==> src/sv/pbmc_pkg.sv <==
`timescale 1ns / 1ps
// Shared types, constants and tables for the pixel blend-mode compositor.
// Used by pbmc_lane, pbmc_merge and the top level; depends on nothing.
package pbmc_pkg;

	// Q16 fixed point: 1.0 is 2^16, held in 17 bits
	localparam int Q_FRAC = 16;
	localparam int Q_W = Q_FRAC + 1;
	localparam logic [Q_W-1:0] Q_ONE = 17'h1_0000;
	localparam logic [Q_W-1:0] Q_HALF = 17'h0_8000;
	localparam logic [Q_W-1:0] Q_QUARTER = 17'h0_4000;

	// Register stages inside one lane; the merge register follows them
	localparam int LANE_STAGES = 8;
	localparam int NUM_LANES = 4;
	localparam int MODE_W = 4;

	// Blend mode codes; the two unused codes behave as normal
	typedef enum logic [MODE_W-1:0] {
		MODE_NORMAL     = 4'd0,
		MODE_PLUS       = 4'd1,
		MODE_DODGE      = 4'd2,
		MODE_SCREEN     = 4'd3,
		MODE_LIGHTEN    = 4'd4,
		MODE_BURN       = 4'd5,
		MODE_MULTIPLY   = 4'd6,
		MODE_DARKEN     = 4'd7,
		MODE_OVERLAY    = 4'd8,
		MODE_HARD_LIGHT = 4'd9,
		MODE_SOFT_LIGHT = 4'd10,
		MODE_XOR        = 4'd11,
		MODE_DIFFERENCE = 4'd12,
		MODE_EXCLUSION  = 4'd13
	} blend_mode_t;

	// What a lane hands to the merge stage
	typedef struct packed {
		logic [32:0] val; // composited value, Q32, saturated to 1.0
		logic [7:0]  dst; // untouched destination channel
	} lane_res_t;

	// Square-root table for soft light: floor(sqrt(floor(c * 2^32 / 255)))
	typedef logic [255:0][Q_W-1:0] sq_rom_t;

	function automatic sq_rom_t build_sq_rom();
		sq_rom_t rom;
		logic [40:0] x;
		logic [Q_W-1:0] r;
		logic [Q_W-1:0] t;
		logic [40:0] tt;
		for (int c = 0; c < 256; c++) begin
			x = (41'(c) << 32) / 41'd255;
			r = '0;
			for (int b = Q_W - 1; b >= 0; b--) begin
				t = r | (17'd1 << b);
				tt = 41'(t) * 41'(t);
				if (tt <= x) begin
					r = t;
				end
			end
			rom[c] = r;
		end
		return rom;
	endfunction

	localparam sq_rom_t SQ_ROM = build_sq_rom();

	// 8-bit channel to Q16: c * 257 plus one for the upper half
	function automatic logic [Q_W-1:0] to_q16(logic [7:0] c);
		return 17'({c, 8'h00}) + 17'(c) + 17'(c[7]);
	endfunction

endpackage

==> src/sv/pbmc_merge.sv <==
`timescale 1ns / 1ps
// Merge stage: rounds each lane to 8 bits, applies alpha-zero pass-through
// and packs the output beat register. Depends on pbmc_pkg.
module pbmc_merge (
	input  logic                  clk,
	input  logic                  load,
	input  logic                  pass,
	input  pbmc_pkg::lane_res_t   lanes [pbmc_pkg::NUM_LANES],
	output logic [31:0]           tdata // out_red, out_green, out_blue, out_alpha
);
	import pbmc_pkg::*;

	// round Q32 to 8 bits: (v * 255 + 2^31) >> 32
	function automatic logic [7:0] q32_to_8(logic [32:0] v);
		logic [41:0] acc;
		acc = {1'b0, v, 8'h00} - 42'(v) + 42'h0_8000_0000;
		return acc[39:32];
	endfunction

	logic [31:0] tdata_q;

	always_ff @(posedge clk) begin
		if (load) begin
			for (int i = 0; i < NUM_LANES; i++) begin
				tdata_q[8*i +: 8] <= pass ? lanes[i].dst : q32_to_8(lanes[i].val);
			end
		end
	end

	assign tdata = tdata_q;

endmodule

==> config.mk <==
export PLATFORM = sky130hd
export DESIGN_NAME = pbmc_merge
export DESIGN_NICKNAME = d
export VERILOG_FILES = /design/src/sv/pbmc_pkg.sv /design/src/sv/pbmc_merge.sv
export SDC_FILE = /design/constraint.sdc
export NUM_CORES = 1
export LEC_CHECK = 0
export CORE_AREA = 2 2 166 168
export DETAILED_ROUTE_END_ITERATION = 8
export DIE_AREA = 0 0 168 170
export DONT_BUFFER_PORTS = 1
export HOLD_SLACK_MARGIN = 0.12
export PLACE_DENSITY_LB_ADDON = 0.15
export SYNTH_ARGS = -nofsm -noshare
export SYNTH_HDL_FRONTEND = slang
export SYNTH_SLANG_ARGS = --single-unit
==> constraint.sdc <==
create_clock -name clk -period 9.8 [get_ports clk]
set_input_delay 1.96 -clock clk [delete_from_list [all_inputs] [get_ports clk]]
set_output_delay 1.96 -clock clk [all_outputs]
set_load 0.05 [all_outputs]
Word-level counts from Yosys, hierarchy flattened --
Cells that the tools add are included. Widths: inputs -> output; s select.
Word-level totals: register bits after elaboration 32, bits in latches 0, RAM bits 0, memory bits (read-only) 0, input port bits 167, logic and storage cells 13, memories 0
Operators by class: add/subtract/negate cells 8, $mul 0, divide/modulo/power cells 0, order comparisons 0, equal/unequal tests 0, shift operators 0, multiplexer cells 4, bitwise logic cells 0, reduce and logical (&&, ||, !) cells 0
Operators with widths (count):
- $add 40x32->40 const B | 4
- $sub 40x33->40 | 4
- $mux 8 | 4

Longest topological paths before layout --
Gate-level depths: netlist (run 1).
depth after elaboration 3, gate-level depth with buffers 13

Worst setup path after synthesis (run 1) --
OpenSTA, ideal clock, no wires.
path kind input to register, start input lanes[73] (netlist bit), end register tdata_q[22], in the netlist tdata[22], data pin, arrival 4.378 ns, data required time 9.533 ns, setup slack 5.155 ns, stages on the path 11, cell sequence inv_1 -> ha_1 -> ha_1 -> nand4_2 -> or4_4 -> or3_1 -> o32ai_2 -> o211ai_4 -> a31oi_4 -> o21a_1 -> o31ai_2
On the way: word-level cells in the longest chain between the ends 3
RTL lines:
- from (decl) | RTL line pbmc_merge.sv:8 | input pbmc_pkg::lane_res_t lanes [pbmc_pkg::NUM_LANES],
- $sub 40x33->40 | RTL line pbmc_merge.sv:16 | acc = {1'b0, v, 8'h00} - 42'(v) + 42'h0_8000_0000;
- $add 40x32->40 | RTL line pbmc_merge.sv:16
- $mux 8 | RTL line pbmc_merge.sv:25 | tdata_q[8*i +: 8] <= pass ? lanes[i].dst : q32_to_8(lanes[i].val);
- to (signal, indexed assignment) | RTL line pbmc_merge.sv:25
- to (decl) | RTL line pbmc_merge.sv:20 | logic [31:0] tdata_q;
Every way passes these cells. A chain may end at the register's enable or synchronous reset.

Final worst setup path (run 1) --
start input lanes[142] (netlist bit), end register tdata_q[6], in the netlist tdata[6], data pin
Same word-level chain as after synthesis.

==> results of run 1 <==
-- power groups by stage --
stage               logic [mW]  registers, mW  clock network, mW
floorplan                0.300          0.241                  0
finish                   0.384          0.244              0.187
CTS                      0.389          0.244              0.197
global placement         0.388          0.247                  0
global route             0.444          0.245              0.201
detailed placement       0.385          0.247                  0
-- cell usage in the layout, fill, tap and decap left out, drive strengths merged, types with 10 or more instances in the layout --
master  synthesis  final
ha            220    220
inv           120    120
nand2          71     71
a21oi          70     70
o21ai          62     62
a21o           51     51
nor2           34     34
edfxtp         32     32
nand3          31     31
nand4          19     19
nor3           15     15
a31oi          12     12
a211oi         11     11
xor2           11     11
xnor2          11     11
o211ai         11     11
nor2b          10     10
-- metrics by stage --
step                      hold slack [ns]  worst slack (ns)  total power, mW
after floorplan                      2.07              5.15            0.540
after global placement               2.07              4.73            0.636
after detailed placement             2.07              4.72            0.632
after CTS                            1.77              5.04            0.830
after global routing                 1.77              4.77            0.890
final                                1.78              5.07            0.815
-- metal layers --
layer  routed length (um)  global-route usage [%]
met1                10700                    20.8
met3                 1390                    3.30
met4                  152                    2.46
met2                10600                    27.1
met5                    0                       0
-- cells by family after synthesis --
kind of cell             count (synthesis)
AO/OA/AOI/OAI                          287
AND/OR/NAND/NOR                        240
flip-flops                              32
multiplexers                             4
adder cells (fa/ha/maj)                220
XOR/XNOR                                22
buffers and inverters                  136
-- how the worst min path moves through the flow --
stage,end,slack [ns],depth (start not counted),from
2_1_floorplan,tdata[0]$_DFFE_PP_,2.07,0,load
3_3_place_gp,tdata[9]$_DFFE_PP_,2.07,0,load
3_5_place_dp,tdata[11]$_DFFE_PP_,2.07,0,load
4_1_cts,tdata[11]$_DFFE_PP_,1.77,0,load
5_1_grt,tdata[8]$_DFFE_PP_,1.77,0,load
6_report,tdata[11]$_DFFE_PP_,1.78,0,load
-- area by class of cell --
cell class,instances,area share [%]
tap,341,5.22
sequential,32,11.8
inverter,121,5.56
multi-input combinational,773,75.4
clock inverter,3,0.521
clock buffer,5,1.53
==> results.md, run 1 <==
- Status: finished clean
- Crit Path Category: primary input to flop
- Number of enable flip-flop cells after synthesis: 32
- Synth Area in Adders: 36.1%
- CTS root buf: clkbuf_16
- Net Sw Frac: 43.7%
- CP top delay family: compound AO/OA/AOI/OAI gates
- Multi-input logic area: 0.00616 mm^2
- Hold Violations, Final: 0
- WP buf/inv: 1
- Port bufs: 0
- Simple-Gate Fraction of Synth Area: 16.5%
- Wirelength, routed: 22900 um
- Util after Layout: 30.7%
- Hold_buf cts: 0
- First-iteration detailed-routing DRC count: 235
- RSZ-0062 raised after global routing: false
- Worst-margin pin slew: 0.693 ns
- Final setup viols: 0
- CORE AREA: 0.0267 mm^2
- Fillers: 2895
- Setup TNS: 0 ns
- Drt pass-1 iters: 5
- Max_cap viols: 0
- Async SR Flop Fraction: 0%
- Die area: 0.0286 mm^2
- Post-Synth XOR/XNOR Area: 2.53%
- Share of power burned in the clock network: 22.9%
- Crit path largest cell delay: 0.51 ns
- First-pass GRT wire length: 36100 um
- Post-CTS setup buffers: 0
- Synth Flop Type: edfxtp_1
- Largest family of logic cells by synthesized area: adder cells
- HPWL after DPL: 20200 um
- Crit path to: tdata[6]$_DFFE_PP_
- Post-synth top area cell: ha_1
- WL per Instance: 18.0 um
- Crit path max fanout: 4
- Syn nets: 1328
- Clock-pin transition on the worst setup and hold timing paths: 0.06 ns
- Initial antenna violation count: 0
- Worst Setup SP: lanes[142]
- Synthesized flop and latch total: 32
- Crit end category: flop
- Largest net degree at the start of global routing: 60
- Drc violations: 0
- Fin cells: 1275
- Top cell type's share of synthesized area: 36.1%
- Design area: 0.00817 mm^2
- Power share of the sequential group: 29.9%
- Post-synthesis cell area: 0.00763 mm^2
- # nets final: 1320
- CTS max path bufs: 2
- CTS Buf Count: 5
- Commonest cells post-synth: 220 x ha_1, 120 x inv_1, 71 x nand2_1
- Starting Density: 28.6%
- Gate power share: 47.2%
- Mux contribution to synthesized area: 0.525%
- All-Layer GR Usage: 15.8%
- Cell Chain, Critical Path: inv_1 -> ha_1 -> ha_1 -> and4b_1 -> a311oi_1 -> o21ai_0 -> a2111oi_0 -> o41ai_1 -> a311oi_1 -> and3b_1 -> o31ai_1
- RD Place Congestion: 0.844
- Slew Limit Headroom: 53.5%
- CTS-repair resized insts: 0
- Period utilization: 48.3%
- Area Growth Syn to Fin: 7.05%
- Max Clk Rate: 211 MHz
- Max reg flops: 32
- Area after DPL: 0.00800 mm^2
- Internal power: 0.459 mW
- Sequential Area: 961 um^2
- DR vias: 6855
- Die Y-Extent: 170 um
- Yosys warns: 0
- Share of layout cells above drive strength 1: 2.89%
- DR vias/cell: 5.38
- Max stage delay cell, worst path: a2111oi_0
- Crit start category: primary input
- Max-slew violations: 0
- Top-count cell post-synth: ha_1
- Power density cells: 99.7 mW/mm^2
- Worst hold-check path type: primary input to flop
- Sequential fraction of the synthesis area: 12.6%
- I/O pin cnt: 199
- P_sw: 0.356 mW
- Antenna violation net count after detailed routing: 0
- Arrival @ worst endpoint: 4.77 ns
- Final min period: 4.73 ns
- Total gr overflow: 0
- Placed Cells: 1267
- Leak Pwr: 4.15 nW
- Compound-cell area share of the yosys netlist: 25.1%
- # diodes: 0
- Synth top area cells: ha_1 36%, edfxtp_1 13%, inv_1 5.9%
- TritonCTS clock tree: yes
- Required time worst endpoint: 9.84 ns
- VDD IR-drop max: 0.0521 mV
- Number of global-route vias before repair: 6951
- Syn_area_per_cell: 8.11 um^2
- Yosys cell types: 69
- FP Rows: 60
- Die W: 168 um
- Clock Sinks: 32
- CTS H-tree lvls: 2
- WP depth: 11
- Synth Instances: 941
Note: power is estimated with default switching activity, not from simulation.
==> inputs of run 2 (changes only) <==
--- a/config.mk
+++ b/config.mk
@@ -5,9 +5,10 @@
 export SDC_FILE = /design/constraint.sdc
 export NUM_CORES = 1
 export LEC_CHECK = 0
-export CORE_AREA = 2 2 166 168
+export ABC_AREA = 1
+export CORE_AREA = 2 2 202 204
 export DETAILED_ROUTE_END_ITERATION = 8
-export DIE_AREA = 0 0 168 170
+export DIE_AREA = 0 0 204 206
 export DONT_BUFFER_PORTS = 1
 export HOLD_SLACK_MARGIN = 0.12
 export PLACE_DENSITY_LB_ADDON = 0.15
==> constraint.sdc (replaced) <==
create_clock -name clk -period 4.2 [get_ports clk]
set_input_delay 0.84 -clock clk [delete_from_list [all_inputs] [get_ports clk]]
set_output_delay 0.84 -clock clk [all_outputs]
set_load 0.05 [all_outputs]
==> results.md, run 2 <==
- Commonest cells post-synth: 834 x nand2_1, 477 x inv_1, 235 x nor2_1 (was 220 x ha_1, 120 x inv_1, 71 x nand2_1)
- Drt pass-1 iters: 5 (unchanged)
- Multi-input logic area: 0.00863 mm^2 (was 0.00616 mm^2)
- Net Sw Frac: 51.7% (was 43.7%)
- Crit start category: primary input (unchanged)
- Syn nets: 2528 (was 1328)
- Cell Chain, Critical Path: inv_1 -> ha_1 -> inv_1 -> ha_1 -> nand2_1 -> nor2_2 -> nand2_1 -> nor2_1 -> nand3_1 -> nand2_1 -> nor2_1 -> nand2_1 -> nand2_1 -> nand3_1 -> nand2_1 (was inv_1 -> ha_1 -> ha_1 -> and4b_1 -> a311oi_1 -> o21ai_0 -> a2111oi_0 -> o41ai_1 -> a311oi_1 -> and3b_1 -> o31ai_1)
- Crit path largest cell delay: 0.40 ns (was 0.51 ns)
- Post-CTS setup buffers: 0 (unchanged)
- Required time worst endpoint: 4.26 ns (was 9.84 ns)
- Period utilization: 63.7%
- Worst hold-check path type: primary input to flop (unchanged)
- Hold_buf cts: 0 (unchanged)
- Drc violations: 0 (unchanged)
- I/O pin cnt: 199 (unchanged)
- Placement Setup Slack: 1.23 ns (was 4.72 ns)
- HPWL after DPL: 35600 um (was 20200 um)
- Internal power: 1.15 mW (was 0.459 mW)
- RSZ-0062 raised after global routing: false (unchanged)
- Antenna violation net count after detailed routing: 0 (unchanged)
- Yosys warns: 0 (unchanged)
- Design area: 0.0122 mm^2 (was 0.00817 mm^2)
- Max Clk Rate: 374 MHz
- Hold Violations, Final: 0 (unchanged)
- CTS H-tree lvls: 2 (unchanged)
- RD Place Congestion: 0.898 (was 0.844)
- CORE AREA: 0.0402 mm^2 (was 0.0267 mm^2)
- Max-slew violations: 0 (unchanged)
- Clock Sinks: 32 (unchanged)
- TritonCTS clock tree: yes (unchanged)
- Post-synth top area cell: nand2_1 (was ha_1)
- CTS-repair resized insts: 0 (unchanged)
- Fin worst setup slack: 1.52 ns (was 5.07 ns)
- Arrival @ worst endpoint: 2.74 ns (was 4.77 ns)
- Async SR Flop Fraction: 0% (unchanged)
- Top-count cell post-synth: nand2_1 (was ha_1)
- Synth Instances: 2141 (was 941)
- Area Growth Syn to Fin: 7.04% (was 7.05%)
- Max stage delay cell, worst path: ha_1 (was a2111oi_0)
- Sequential fraction of the synthesis area: 8.41% (was 12.6%)
- Starting Density: 28.4% (was 28.6%)
- Port bufs: 0 (unchanged)
- Largest net degree at the start of global routing: 34 (was 60)
- CTS max path bufs: 2 (unchanged)
- Worst-margin pin slew: 0.719 ns (was 0.693 ns)
- Synth top area cells: nand2_1 27%, ha_1 24%, inv_1 16% (was ha_1 36%, edfxtp_1 13%, inv_1 5.9%)
- Sequential Area: 961 um^2 (unchanged)
- Crit path top cell by count: nand2_1
- DR vias: 12100 (was 6855)
- First-iteration detailed-routing DRC count: 537 (was 235)
- Clock-pin transition on the worst setup and hold timing paths: 0.06 ns (about the same)
- WL per Instance: 14.7 um (was 18.0 um)
- Crit path max fanout: 5 (was 4)
- DR vias/cell: 4.53 (was 5.38)
- Most frequent cells in the layout: 834 x nand2_1, 477 x inv_1, 235 x nor2_1 (was 220 x ha_1, 120 x inv_1, 71 x nand2_1)
- Most common cell after layout, fill and taps aside: nand2_1 (was ha_1)
- Syn_area_per_cell: 5.34 um^2 (was 8.11 um^2)
- Slew Limit Headroom: 52.0% (was 53.5%)
- P_sw: 1.23 mW (was 0.356 mW)
- Final min period: 2.68 ns
- Wirelength, routed: 39400 um (was 22900 um)
- Post-synthesis cell area: 0.0114 mm^2 (was 0.00763 mm^2)
- Power density cells: 195 mW/mm^2 (was 99.7 mW/mm^2)
- VDD IR-drop max: 0.173 mV (was 0.0521 mV)
- Share of layout cells above drive strength 1: 1.31% (was 2.89%)
- Share of power burned in the clock network: 18.6% (was 22.9%)
- Util after Layout: 30.4% (was 30.7%)
- # nets final: 2529 (was 1320)
- Die Y-Extent: 206 um (was 170 um)
- Synth Flop Type: edfxtp_1 (unchanged)
- Die W: 204 um (was 168 um)
- WP buf/inv: 2 (was 1)
- Top cell type's share of synthesized area: 27.4% (was 36.1%)
- CTS root buf: clkbuf_16 (unchanged)
- Number of global-route vias before repair: 11700 (was 6951)
- Synthesized flop and latch total: 32 (unchanged)
- Fillers: 4741 (was 2895)
- All-Layer GR Usage: 18.8% (was 15.8%)
- Yosys cell types: 26 (was 69)
- Status: finished clean (unchanged)
- Final setup viols: 0 (unchanged)
- Die area: 0.0420 mm^2 (was 0.0286 mm^2)
- FP Rows: 74 (was 60)
- Setup TNS: 0 ns (unchanged)
- Crit end category: flop (unchanged)
- Initial antenna violation count: 0 (unchanged)
- Max reg flops: 32 (unchanged)
- Crit Path Category: primary input to flop (unchanged)
- Number of enable flip-flop cells after synthesis: 32 (unchanged)
- First-pass GRT wire length: 61700 um (was 36100 um)
- # diodes: 0 (unchanged)
- Max_cap viols: 0 (unchanged)
- Area after DPL: 0.0121 mm^2 (was 0.00800 mm^2)
- Power share of the sequential group: 23.5% (was 29.9%)
- Total gr overflow: 0 (unchanged)
- Gate power share: 57.9% (was 47.2%)
- Leak Pwr: 7.43 nW (was 4.15 nW)
- CTS Buf Count: 5 (unchanged)
- CP top delay family: simple AND/OR/NAND/NOR gates (was compound AO/OA/AOI/OAI gates)
-- run 2: cell types whose count changed in the layout (fill, tap and decap cells not counted), moves of 46 or more --
cell | previous run | this run
nand2_1 | 71 | 834
inv_1 | 120 | 477
nor2_1 | 34 | 235
nand3_1 | 31 | 127
a21o_1 | 49 | 0
o21ai_0 | 59 | 13
-- run 2: layer usage --
layer / part of all wire [%] / GRT usage, % / wire length (um)
met1: 48 / 24.9 / 18900
met2: 46 / 32.3 / 18000
met3: 4.7 / 3.20 / 1840
met4: 1.5 / 3.42 / 579
met5: 0 / 0 / 0
-- run 2: cells by family (layout without fill, tap and decap cells) --
logic type / count (synthesis) / in the layout / share of synthesized area, %
XOR/XNOR: 4 / 4 / 0.307
AO/OA/AOI/OAI: 115 / 115 / 5.43
buffers and inverters: 486 / 488 / 16.0
AND/OR/NAND/NOR: 1284 / 1284 / 45.7
adder cells (fa/ha/maj): 220 / 220 / 24.1
flip-flops: 32 / 32 / 8.41
-- run 2: final timing paths --
check / depth (start not counted) / end / from / slack, ns
worst max-delay path: 15 / tdata[15]$_DFFE_PP_ / lanes[113] / 1.52
worst min-delay path: 0 / tdata[23]$_DFFE_PP_ / load / 0.65
-- run 2: metrics by stage --
step / std cells / hold slack (ns) / power, mW
after floorplan: 2141 / 0.952 / 1.58
after global placement: 2667 / 0.956 / 1.96
after detailed placement: 2667 / 0.957 / 1.95
after CTS: 2675 / 0.629 / 2.43
after global routing: 2675 / 0.625 / 2.65
final: 2675 / 0.651 / 2.38
-- run 2: area by class of cell --
class | count | share of cell area, %
sequential | 32 | 7.86
inverter | 479 | 14.7
clock inverter | 2 | 0.286
clock buffer | 6 | 1.05
multi-input combinational | 1623 | 70.6
tap | 532 | 5.44
timing repair buffer | 1 | 0.0614
-- run 2: power by group through the flow --
stage	sequential (mW)	combinational, mW	clock [mW]
after floorplan	0.550	1.03	0
after global placement	0.565	1.39	0
after detailed placement	0.565	1.39	0
after CTS	0.559	1.40	0.472
after global routing	0.562	1.61	0.477
final	0.558	1.38	0.443
